`config.mk`:
```
export PLATFORM = sky130hd
export DESIGN_NAME = ready_blocked_job_dispatcher_top
export DESIGN_NICKNAME = d
export VERILOG_FILES = /design/src/hw/rtl/rbjd_pkg.sv /design/src/hw/rtl/rbjd_datapath.sv /design/src/hw/rtl/rbjd_controller.sv /design/src/hw/rtl/ready_blocked_job_dispatcher_top.sv
export VERILOG_INCLUDE_DIRS = /design/src /design/src/hw/rtl
export SDC_FILE = /design/constraint.sdc
export NUM_CORES = 2
export LEC_CHECK = 0
export BUFFER_PORTS_ARGS = -buffer_cell sky130_fd_sc_hd__buf_2
export CAP_MARGIN = 40
export CORE_MARGIN = 2
export CORE_UTILIZATION = 25
export DETAILED_ROUTE_END_ITERATION = 12
export GPL_TIMING_DRIVEN = 0
export PLACE_DENSITY = 0.36
export SLEW_MARGIN = 20
export SYNTH_ARGS = -nofsm -noshare
export SYNTH_HDL_FRONTEND = slang
export SYNTH_SLANG_ARGS = --single-unit
```
`constraint.sdc`:
```
create_clock -name clock -period 8.6 [get_ports clock]
set_clock_uncertainty 0.1 [all_clocks]
set_input_delay 1.29 -clock clock [delete_from_list [all_inputs] [get_ports clock]]
set_output_delay 1.29 -clock clock [all_outputs]
set_load 0.1 [all_outputs]
```
`src/hw/rtl/ready_blocked_job_dispatcher_top_macros.svh`:
```
// ============================================================================
// Assertion macros for the job dispatcher
// Concurrent assertion wrappers that compile away when NO_ASSERTIONS is set.
// ============================================================================
`ifndef READY_BLOCKED_JOB_DISPATCHER_TOP_MACROS_SVH
`define READY_BLOCKED_JOB_DISPATCHER_TOP_MACROS_SVH

`ifndef NO_ASSERTIONS
// Checked on every rising edge, ignored while reset is high.
`define RBJD_ASSERT(lbl, clk, rst, prop, msg) \
   lbl: assert property (@(posedge clk) disable iff (rst) prop) else $error(msg);
// Checked on every rising edge, reset included.
`define RBJD_ASSERT_ALWAYS(lbl, clk, prop, msg) \
   lbl: assert property (@(posedge clk) prop) else $error(msg);
`else
`define RBJD_ASSERT(lbl, clk, rst, prop, msg)
`define RBJD_ASSERT_ALWAYS(lbl, clk, prop, msg)
`endif

`endif

```
`src/hw/rtl/rbjd_pkg.sv`:
```
// ============================================================================
// Job dispatcher package
// Sizes, codes, the job record and the queue pointer helper.
// ============================================================================
package rbjd_pkg;

   localparam int QUEUE_DEPTH = 16;
   localparam int ID_BITS     = 16;
   localparam int TICK_BITS   = 16;

   localparam int PTR_BITS = (QUEUE_DEPTH > 1) ? $clog2(QUEUE_DEPTH) : 1;
   localparam int CNT_BITS = $clog2(QUEUE_DEPTH + 1);

   localparam logic [CNT_BITS-1:0]  CNT_DEPTH = CNT_BITS'(QUEUE_DEPTH);
   localparam logic [CNT_BITS-1:0]  CNT_ONE   = CNT_BITS'(1);
   localparam logic [TICK_BITS-1:0] TICK_ONE  = TICK_BITS'(1);

   typedef enum logic [2:0] {
      OP_ADD     = 3'd0,
      OP_TICK    = 3'd1,
      OP_SWITCH  = 3'd2,
      OP_IO_DONE = 3'd3,
      OP_OTHER   = 3'd4
   } op_type;

   typedef enum logic [3:0] {
      STS_NO_JOBS       = 4'd0,
      STS_ONLY_BLOCKED  = 4'd1,
      STS_SWITCHED      = 4'd2,
      STS_BLOCKED_MOVED = 4'd3,
      STS_BLOCKED_EMPTY = 4'd4,
      STS_UNKNOWN_IRQ   = 4'd5,
      STS_LOADED        = 4'd6,
      STS_DECREMENTED   = 4'd7,
      STS_TO_BLOCKED    = 4'd8,
      STS_FINISHED      = 4'd9,
      STS_ADDED         = 4'd10,
      STS_QUEUE_FULL    = 4'd11
   } status_type;

   typedef enum logic [1:0] {
      SLOT_EMPTY   = 2'd0,
      SLOT_ACTIVE  = 2'd1,
      SLOT_RETIRED = 2'd2
   } slot_type;

   typedef enum logic [1:0] {
      CTL_IDLE,
      CTL_EXEC,
      CTL_MOVE,
      CTL_RESP
   } ctrl_state_type;

   typedef struct packed {
      logic [ID_BITS-1:0]   id;
      logic [TICK_BITS-1:0] start;
      logic [TICK_BITS-1:0] ticks;
      logic                 io;
   } job_type;

   // Commands from the controller to the datapath.
   typedef struct packed {
      logic accept;
      logic exec;
      logic move;
      logic load_rsp;
   } dp_cmd_type;

   // Status from the datapath to the controller.
   typedef struct packed {
      logic io_pending;
      logic can_move;
   } dp_status_type;

   // Circular pointer advance; ptr is below the depth and cnt at most the
   // depth, so one conditional subtract wraps the sum.
   function automatic logic [PTR_BITS-1:0] ptr_add(input logic [PTR_BITS-1:0] ptr,
                                                   input logic [CNT_BITS-1:0] cnt);
      logic [CNT_BITS:0] sum;
      sum = (CNT_BITS+1)'(ptr) + (CNT_BITS+1)'(cnt);
      if (sum >= (CNT_BITS+1)'(QUEUE_DEPTH)) begin
         sum = sum - (CNT_BITS+1)'(QUEUE_DEPTH);
      end
      return sum[PTR_BITS-1:0];
   endfunction

endpackage

```
`src/hw/rtl/rbjd_datapath.sv`:
```
// ============================================================================
// Job dispatcher datapath
// Ready and blocked queues, the running slot and the result register.
// ============================================================================
`include "ready_blocked_job_dispatcher_top_macros.svh"

module rbjd_datapath
   import rbjd_pkg::*;
(
   input  logic                 clock,
   input  logic                 reset,
   input  dp_cmd_type           cmd,
   output dp_status_type        sts,
   input  logic [2:0]           req_operation,
   input  logic [ID_BITS-1:0]   req_job_id,
   input  logic [TICK_BITS-1:0] req_job_start,
   input  logic [TICK_BITS-1:0] req_job_cpu_ticks,
   input  logic                 req_job_wants_io,
   output logic [3:0]           rsp_status,
   output logic [1:0]           rsp_slot_mode,
   output logic [ID_BITS-1:0]   rsp_cur_id,
   output logic [TICK_BITS-1:0] rsp_cur_start,
   output logic [TICK_BITS-1:0] rsp_cur_cpu_ticks,
   output logic                 rsp_cur_wants_io,
   output logic [CNT_BITS-1:0]  rsp_ready_count,
   output logic [CNT_BITS-1:0]  rsp_blocked_count
);

   job_type ready_mem   [QUEUE_DEPTH];
   job_type blocked_mem [QUEUE_DEPTH];

   op_type              op_ff, op_in;
   job_type             job_ff, job_in;
   logic [PTR_BITS-1:0] ready_head_ff, ready_head_in;
   logic [CNT_BITS-1:0] ready_fill_ff, ready_fill_in;
   logic [PTR_BITS-1:0] blocked_head_ff, blocked_head_in;
   logic [CNT_BITS-1:0] blocked_fill_ff, blocked_fill_in;
   job_type             slot_job_ff, slot_job_in;
   slot_type            slot_mode_ff, slot_mode_in;
   status_type          status_ff, status_in;
   job_type             rd_ready_ff, rd_blocked_ff;
   status_type          rsp_status_ff;
   slot_type            rsp_slot_mode_ff;
   job_type             rsp_job_ff;
   logic [CNT_BITS-1:0] rsp_ready_count_ff, rsp_blocked_count_ff;

   logic                ready_we, blocked_we;
   logic [PTR_BITS-1:0] ready_wa, blocked_wa;
   job_type             ready_wd, blocked_wd;
   logic                ready_full, blocked_full, can_move;
   status_type          idle_sts;

   assign ready_full   = (ready_fill_ff == CNT_DEPTH);
   assign blocked_full = (blocked_fill_ff == CNT_DEPTH);
   assign can_move     = (blocked_fill_ff != '0) && !ready_full;
   assign idle_sts     = (blocked_fill_ff != '0) ? STS_ONLY_BLOCKED : STS_NO_JOBS;

   assign sts.io_pending = (op_ff == OP_IO_DONE) && (blocked_fill_ff != '0);
   assign sts.can_move   = can_move;

   always_comb begin
      op_in           = op_ff;
      job_in          = job_ff;
      ready_head_in   = ready_head_ff;
      ready_fill_in   = ready_fill_ff;
      blocked_head_in = blocked_head_ff;
      blocked_fill_in = blocked_fill_ff;
      slot_job_in     = slot_job_ff;
      slot_mode_in    = slot_mode_ff;
      status_in       = status_ff;
      ready_we        = 1'b0;
      ready_wa        = ptr_add(ready_head_ff, ready_fill_ff);
      ready_wd        = job_ff;
      blocked_we      = 1'b0;
      blocked_wa      = ptr_add(blocked_head_ff, blocked_fill_ff);
      blocked_wd      = slot_job_ff;
      blocked_wd.ticks = '0;
      blocked_wd.io    = 1'b0;

      if (cmd.accept) begin
         op_in        = op_type'(req_operation);
         job_in.id    = req_job_id;
         job_in.start = req_job_start;
         job_in.ticks = req_job_cpu_ticks;
         job_in.io    = req_job_wants_io;
      end

      if (cmd.exec) begin
         unique case (op_ff)
            OP_ADD: begin
               if (ready_full) begin
                  status_in = STS_QUEUE_FULL;
               end else begin
                  ready_we      = 1'b1;
                  ready_fill_in = ready_fill_ff + CNT_ONE;
                  status_in     = STS_ADDED;
               end
            end
            OP_TICK: begin
               unique case (slot_mode_ff)
                  SLOT_EMPTY: begin
                     if (ready_fill_ff == '0) begin
                        status_in = idle_sts;
                     end else begin
                        slot_job_in   = rd_ready_ff;
                        ready_head_in = ptr_add(ready_head_ff, CNT_ONE);
                        ready_fill_in = ready_fill_ff - CNT_ONE;
                        slot_mode_in  = SLOT_ACTIVE;
                        status_in     = STS_LOADED;
                     end
                  end
                  SLOT_ACTIVE: begin
                     if (slot_job_ff.ticks > TICK_ONE) begin
                        slot_job_in.ticks = slot_job_ff.ticks - TICK_ONE;
                        status_in         = STS_DECREMENTED;
                     end else begin
                        // The burst ends now, whether one tick or none was left.
                        slot_job_in.ticks = '0;
                        if (slot_job_ff.io) begin
                           if (blocked_full) begin
                              status_in = STS_QUEUE_FULL;
                           end else begin
                              blocked_we      = 1'b1;
                              blocked_fill_in = blocked_fill_ff + CNT_ONE;
                              slot_job_in.io  = 1'b0;
                              slot_mode_in    = SLOT_RETIRED;
                              status_in       = STS_TO_BLOCKED;
                           end
                        end else begin
                           slot_mode_in = SLOT_RETIRED;
                           status_in    = STS_FINISHED;
                        end
                     end
                  end
                  default: begin
                     slot_job_in  = '0;
                     slot_mode_in = SLOT_EMPTY;
                     status_in    = STS_NO_JOBS;
                  end
               endcase
            end
            OP_SWITCH: begin
               if (ready_fill_ff == '0) begin
                  status_in = idle_sts;
               end else begin
                  slot_job_in   = rd_ready_ff;
                  ready_head_in = ptr_add(ready_head_ff, CNT_ONE);
                  slot_mode_in  = SLOT_ACTIVE;
                  status_in     = STS_SWITCHED;
                  // An active job goes back to the tail; the pop made room.
                  if (slot_mode_ff == SLOT_ACTIVE) begin
                     ready_we = 1'b1;
                     ready_wd = slot_job_ff;
                  end else begin
                     ready_fill_in = ready_fill_ff - CNT_ONE;
                  end
               end
            end
            OP_IO_DONE: begin
               if (blocked_fill_ff == '0) begin
                  status_in = STS_BLOCKED_EMPTY;
               end
            end
            default: begin
               status_in = STS_UNKNOWN_IRQ;
            end
         endcase
      end

      if (cmd.move) begin
         if (can_move) begin
            ready_we        = 1'b1;
            ready_wd        = rd_blocked_ff;
            ready_fill_in   = ready_fill_ff + CNT_ONE;
            blocked_head_in = ptr_add(blocked_head_ff, CNT_ONE);
            blocked_fill_in = blocked_fill_ff - CNT_ONE;
         end else begin
            status_in = (blocked_fill_ff != '0) ? STS_QUEUE_FULL : STS_BLOCKED_MOVED;
         end
      end
   end

   // Both stores are read at the next head, so the head entry is waiting
   // in a register from the cycle after the head moves.
   always_ff @(posedge clock) begin
      rd_ready_ff <= ready_mem[ready_head_in];
      if (ready_we) begin
         ready_mem[ready_wa] <= ready_wd;
      end
   end

   always_ff @(posedge clock) begin
      rd_blocked_ff <= blocked_mem[blocked_head_in];
      if (blocked_we) begin
         blocked_mem[blocked_wa] <= blocked_wd;
      end
   end

   always_ff @(posedge clock) begin
      if (reset) begin
         ready_head_ff   <= '0;
         ready_fill_ff   <= '0;
         blocked_head_ff <= '0;
         blocked_fill_ff <= '0;
         slot_job_ff     <= '0;
         slot_mode_ff    <= SLOT_EMPTY;
      end else begin
         ready_head_ff   <= ready_head_in;
         ready_fill_ff   <= ready_fill_in;
         blocked_head_ff <= blocked_head_in;
         blocked_fill_ff <= blocked_fill_in;
         slot_job_ff     <= slot_job_in;
         slot_mode_ff    <= slot_mode_in;
      end
   end

   always_ff @(posedge clock) begin
      op_ff     <= op_in;
      job_ff    <= job_in;
      status_ff <= status_in;
      if (cmd.load_rsp) begin
         rsp_status_ff        <= status_ff;
         rsp_slot_mode_ff     <= slot_mode_ff;
         rsp_job_ff           <= slot_job_ff;
         rsp_ready_count_ff   <= ready_fill_ff;
         rsp_blocked_count_ff <= blocked_fill_ff;
      end
   end

   assign rsp_status        = rsp_status_ff;
   assign rsp_slot_mode     = rsp_slot_mode_ff;
   assign rsp_cur_id        = rsp_job_ff.id;
   assign rsp_cur_start     = rsp_job_ff.start;
   assign rsp_cur_cpu_ticks = rsp_job_ff.ticks;
   assign rsp_cur_wants_io  = rsp_job_ff.io;
   assign rsp_ready_count   = rsp_ready_count_ff;
   assign rsp_blocked_count = rsp_blocked_count_ff;

   `RBJD_ASSERT(a_fill_bound, clock, reset, (ready_fill_ff <= CNT_DEPTH) && (blocked_fill_ff <= CNT_DEPTH), "queue fill above depth")
   `RBJD_ASSERT(a_move_conserves, clock, reset, cmd.move |=> ((ready_fill_ff + blocked_fill_ff) == $past(ready_fill_ff + blocked_fill_ff)), "job lost or duplicated in move")
   `RBJD_ASSERT(a_move_into_room, clock, reset, (cmd.move && can_move) |-> !ready_full, "move into a full ready queue")
   `RBJD_ASSERT(a_empty_slot_zero, clock, reset, (slot_mode_ff == SLOT_EMPTY) |-> (slot_job_ff == '0), "empty slot holds stale job")

endmodule

```
`src/hw/rtl/rbjd_controller.sv`:
```
// ============================================================================
// Job dispatcher controller
// Sequences accept, execute, blocked-queue moves and the result transfer.
// ============================================================================
`include "ready_blocked_job_dispatcher_top_macros.svh"

module rbjd_controller
   import rbjd_pkg::*;
(
   input  logic          clock,
   input  logic          reset,
   input  logic          req_valid,
   output logic          req_stall,
   output logic          rsp_valid,
   input  logic          rsp_stall,
   input  dp_status_type sts,
   output dp_cmd_type    cmd
);

   ctrl_state_type state_ff, state_in;
   logic           rsp_valid_ff, rsp_valid_in;

   assign req_stall = (state_ff != CTL_IDLE);
   assign rsp_valid = rsp_valid_ff;

   always_ff @(posedge clock) begin
      if (reset) begin
         state_ff     <= CTL_IDLE;
         rsp_valid_ff <= 1'b0;
      end else begin
         state_ff     <= state_in;
         rsp_valid_ff <= rsp_valid_in;
      end
   end

   always_comb begin
      state_in = state_ff;
      cmd      = '0;
      unique case (state_ff)
         CTL_IDLE: begin
            if (req_valid) begin
               cmd.accept = 1'b1;
               state_in   = CTL_EXEC;
            end
         end
         CTL_EXEC: begin
            cmd.exec = 1'b1;
            state_in = sts.io_pending ? CTL_MOVE : CTL_RESP;
         end
         CTL_MOVE: begin
            cmd.move = 1'b1;
            if (!sts.can_move) begin
               state_in = CTL_RESP;
            end
         end
         CTL_RESP: begin
            // The result register is free when empty or being taken now.
            if (!rsp_valid_ff || !rsp_stall) begin
               cmd.load_rsp = 1'b1;
               state_in     = CTL_IDLE;
            end
         end
         default: begin
            state_in = CTL_IDLE;
         end
      endcase
      rsp_valid_in = cmd.load_rsp || (rsp_valid_ff && rsp_stall);
   end

   `RBJD_ASSERT(a_accept_to_exec, clock, reset, (req_valid && !req_stall) |=> (state_ff == CTL_EXEC), "accepted item not executed")
   `RBJD_ASSERT(a_rsp_from_resp, clock, reset, $rose(rsp_valid_ff) |-> ($past(state_ff) == CTL_RESP), "result shown outside result step")
   `RBJD_ASSERT_ALWAYS(a_reset_idle, clock, reset |=> ((state_ff == CTL_IDLE) && !rsp_valid_ff), "reset left controller busy")

endmodule

```
`src/hw/rtl/ready_blocked_job_dispatcher_top.sv`:
```
// ============================================================================
// Ready/blocked job dispatcher
// Items are taken one at a time: a new item is accepted only after the
// previous one has passed the accept, execute and result steps of the
// controller; io-complete also moves blocked jobs, one entry per cycle.
// Reset (synchronous, active high) empties both queues and the running slot.
// ============================================================================
module ready_blocked_job_dispatcher_top
   import rbjd_pkg::*;
(
   input  logic                 clock,
   input  logic                 reset,
   input  logic                 req_valid,
   output logic                 req_stall,
   input  logic [2:0]           req_operation,
   input  logic [ID_BITS-1:0]   req_job_id,
   input  logic [TICK_BITS-1:0] req_job_start,
   input  logic [TICK_BITS-1:0] req_job_cpu_ticks,
   input  logic                 req_job_wants_io,
   output logic                 rsp_valid,
   input  logic                 rsp_stall,
   output logic [3:0]           rsp_status,
   output logic [1:0]           rsp_slot_mode,
   output logic [ID_BITS-1:0]   rsp_cur_id,
   output logic [TICK_BITS-1:0] rsp_cur_start,
   output logic [TICK_BITS-1:0] rsp_cur_cpu_ticks,
   output logic                 rsp_cur_wants_io,
   output logic [CNT_BITS-1:0]  rsp_ready_count,
   output logic [CNT_BITS-1:0]  rsp_blocked_count
);

   // The controller and the datapath talk only through these two groups.
   // Commands say which step runs this cycle; status tells the controller
   // whether an io-complete still has blocked jobs to move.
   dp_cmd_type    cmd;
   dp_status_type sts;

   // The controller owns both handshakes. An item is taken only while the
   // controller is idle, but the result register keeps the previous result
   // until its transfer completes, so a new item can be worked on while the
   // downstream side is still stalling.
   rbjd_controller u_controller (
      .clock     (clock),
      .reset     (reset),
      .req_valid (req_valid),
      .req_stall (req_stall),
      .rsp_valid (rsp_valid),
      .rsp_stall (rsp_stall),
      .sts       (sts),
      .cmd       (cmd)
   );

   // The datapath holds the two circular queues in small memories with
   // registered reads, the running slot, and the result payload register.
   // Each result carries a snapshot of the slot and both fill counts taken
   // after the operation has finished.
   rbjd_datapath u_datapath (
      .clock             (clock),
      .reset             (reset),
      .cmd               (cmd),
      .sts               (sts),
      .req_operation     (req_operation),
      .req_job_id        (req_job_id),
      .req_job_start     (req_job_start),
      .req_job_cpu_ticks (req_job_cpu_ticks),
      .req_job_wants_io  (req_job_wants_io),
      .rsp_status        (rsp_status),
      .rsp_slot_mode     (rsp_slot_mode),
      .rsp_cur_id        (rsp_cur_id),
      .rsp_cur_start     (rsp_cur_start),
      .rsp_cur_cpu_ticks (rsp_cur_cpu_ticks),
      .rsp_cur_wants_io  (rsp_cur_wants_io),
      .rsp_ready_count   (rsp_ready_count),
      .rsp_blocked_count (rsp_blocked_count)
   );

endmodule

```
==> flow_metrics.py <==
metrics = {
    "clocking": {
        "cts_setup_buffers": 0,
        "root_buffer": "clkbuf_16",
        "path_clk_slew_ps": 60,
        "cts_sinks": 1570,
        "cts_hold_buffers": 0,
        "cts_tree": "yes",
        "clockBufferDepth": 3,
        "htree_levels": 4,
        "clk_latency_ps": 820,
        "post_cts_resized": 0,
        "cts-buffers-inserted": 182,
    },
    "floorplan": {
        "die_area_mm2": 0.2845,
        "initial_utilization": 0.2510,
        "num_rows": 194,
        "core_area_mm2": 0.2791,
        "io_pins": 123,
        "die_h_um": 533.4,
        "die_w_um": 533.4,
    },
    "power": {
        "power.switching_mw": 5.003,
        "p_leak_nw": 26.67,
        "p_per_area_mw_per_mm2": 217.9,
        "irDropWorstVdd_mv": 0.1568,
        "combPwrFrac": 0.121,
        "pwr-share-seq": 0.480,
        "p_sw_frac": 0.2679,
        "intPower_mw": 13.67,
        "p_clk_frac": 0.400,
    },
    "synthesis": {
        "yosys.area.top_type_share": 0.6056,
        "synth_top_family_by_area": "multiplexers",
        "netlist_top_cells_count": "edfxtp_1 (1413), mux4_2 (517), nand2_1 (487)",
        "syn_area_mm2": 0.07007,
        "synthAdderAreaFrac": 0.004143,
        "yosys_warnings": 0,
        "synth_xor_area_frac": 0.004000,
        "synth_top_area_cell": "edfxtp_1",
        "synthCells": 4235,
        "syn_area_per_cell_um2": 16.54,
        "synth_ff_type": "edfxtp_1",
        "yosysSeqAreaShare": 0.6504,
        "netlist_top_cells_area": "edfxtp_1 (61%), mux4_2 (17%), mux2i_1 (4.6%)",
        "synthArstFlopShare": 0,
        "muxShareOfSynthArea": 0.2136,
        "synth_most_common_cell": "edfxtp_1",
        "synth-compound-area-share": 0.04895,
        "yosysUniqueCellTypes": 72,
        "ys_seq_elements": 1570,
        "synth_fp_nets": 4313,
        "synth_edf_count": 1413,
        "synthSimpleGateAreaFrac": 0.05670,
    },
    "detailed_routing": {
        "drt_drc_violations_left": 0,
        "avgViaCountPerCell": 4.796,
        "routed_wl_um": 244900,
        "via_count": 41811,
        "antenna_left": 0,
        "wl_per_cell_um": 28.09,
        "firstDrtPassIters": 5,
        "drt_iter0_drc": 3413,
    },
    "cells_and_area": {
        "fin_nets": 4910,
        "seq_area_mm2": 0.04557,
        "final_core_util": 0.3069,
        "final_layout_size_suffix_gt1_frac": 0.2912,
        "areaGrowthSynthToFinish_pct": 22.28,
        "multi_input_area_mm2": 0.02350,
        "n_fill_cell": 27547,
    },
    "global_routing": {
        "grt_pass1_wl_um": 343500,
        "grt_pass1_vias": 43338,
        "antenna_found_initial": 18,
        "overflow": 0,
        "track_usage": 0.1695,
        "grt_max_degree": 29,
    },
    "setup_path": {
        "path_max_fanout": 10,
        "start_kind": "flip-flop",
        "crit_arrival_ps": 5500,
        "cp.required_ps": 8990,
        "critical_path.endpoint_type": "flip-flop",
        "crit_type": "flip-flop to flip-flop",
    },
    "sta": {
        "fin_hold_ws_ps": 329.8,
        "relSlewSlack": 0.3612,
        "min_period_ps": 5112,
        "fmax_ghz": 0.1956,
        "finalCritPeriodShare": 0.5944,
        "finalMaxSlewViolations": 0,
        "setup_violations": 0,
        "grt_setup_unrepaired": "false",
        "hold_viol": 0,
        "tightest_slew_ps": 958.2,
    },
    "run_status": {
        "status": "finished clean",
    },
    "worst_hold_path": {
        "hp-class": "flip-flop to flip-flop",
    },
    "place": {
        "gp_congestion": 0.8008,
        "dp_hpwl_um": 180500,
        "port_buffers": 121,
    },
    "run": {
        "cap_violations": 0,
    },
}
-- worst max-delay path, cell delays in order (launching register included) --
cell      delay (ps)
dfxtp_1          390
buf_2            370
buf_4            390
buf_2            530
clkbuf_1         190
buf_6            190
inv_1            100
fa_1             440
xnor2_1          200
nand2_1          250
nor3_2           520
buf_4            270
buf_4            180
buf_4            200
buf_4            190
buf_4            200
-- area by class of cell --
type,instances,share of cell area
flip-flops and latches,1570,0.5319
multi-input cells,2296,0.2743
clock buffers,283,0.06081
repair buffers,413,0.05490
well taps,3724,0.05438
plain buffers,306,0.01573
clock inverters,58,0.005097
inverters,63,0.002760
diodes,4,0.0001168
-- metrics by stage --
stage                     std cells  setup TNS [ps]  cell area, um2  total power, mW  setup WS (ps)
final                          8717               0           85680            18.67           3488
after global routing           8715               0           85670            19.33           3301
after CTS                      8691               0           85410            18.91           2967
after detailed placement       8350               0           79760            11.37           2992
after global placement         8080        -1446490           75330            11.18          -4603
after floorplan                4235               0           70070            10.19           1910
-- power by group through the flow --
stage | logic [mW] | clock network (mW) | registers, mW
6_report | 2.25 | 7.46 | 8.95
5_1_grt | 2.39 | 7.96 | 8.97
4_1_cts | 2.26 | 7.70 | 8.96
3_5_place_dp | 2.25 | 0 | 9.12
3_3_place_gp | 1.98 | 0 | 9.19
2_1_floorplan | 0.930 | 0 | 9.26
-- logic make-up after synthesis --
logic type / count (synthesis)
flops: 1570
compound gates: 468
fa+ha+maj: 22
xor+xnor: 26
simple gates: 932
mux: 848
buf+inv: 369
-- flip-flops by register name (all words and copies together) (netlist names), 16 cells and up --
| signal | cells |
|---|---|
| u_datapath.ready_mem | 784 |
| u_datapath.blocked_mem | 512 |
| u_datapath.job_ff | 49 |
| u_datapath.rd_ready_ff | 49 |
| u_datapath.blocked_wd | 32 |
| u_datapath.rd_blocked_ff | 32 |
| u_datapath.slot_job_ff | 17 |
| u_datapath.rsp_cur_cpu_ticks | 16 |
| u_datapath.rsp_cur_id | 16 |
| u_datapath.rsp_cur_start | 16 |
-- layer usage --
metal | GRT usage | vias to the layer above | part of all wire
met1 | 0.2229 | 22218 | 0.43
met5 | 0 | - | 0
met3 | 0.02476 | 297 | 0.042
li1 | - | 18260 | -
met4 | 0.03820 | 0 | 0.020
met2 | 0.2940 | 1036 | 0.50
-- placed cells by master (no fill, tap or decap), types with 24 or more instances in the layout --
| master | count |
|---|---|
| a21oi_1 | 106 |
| a221o_1 | 30 |
| nor2_4 | 24 |
| buf_12 | 35 |
| buf_1 | 32 |
| o21ai_0 | 68 |
| a211oi_2 | 29 |
| a31oi_2 | 32 |
| clkinv_2 | 25 |
| mux2i_1 | 325 |
| o221ai_2 | 30 |
| dfxtp_1 | 157 |
| nand3_1 | 175 |
| a221oi_1 | 34 |
| buf_6 | 120 |
| buf_2 | 207 |
| buf_8 | 65 |
| mux4_2 | 517 |
| edfxtp_1 | 1413 |
| inv_1 | 63 |
| nand2_1 | 487 |
| nor2_1 | 154 |
| o22ai_1 | 38 |
| clkbuf_1 | 241 |
| buf_16 | 28 |
| buf_4 | 54 |
| clkbuf_16 | 187 |
-- final timing paths --
kind,start,endpoint,slack [ps],cells past startpoint
setup / recovery,u_datapath.ready_head_ff[1]$_SDFF_PP0_,u_datapath.ready_mem[6][24]$_DFFE_PP_,3490,15
hold / removal,u_datapath.rd_ready_ff[38]$_DFF_P_,u_datapath.blocked_wd[38]$_SDFFE_PP0P_,330,2
setup reg to reg,u_datapath.ready_head_ff[1]$_SDFF_PP0_,u_datapath.ready_mem[6][24]$_DFFE_PP_,3490,15
hold reg to reg,u_datapath.rd_ready_ff[38]$_DFF_P_,u_datapath.blocked_wd[38]$_SDFFE_PP0P_,330,2
Note: power is estimated with default switching activity, not from simulation.
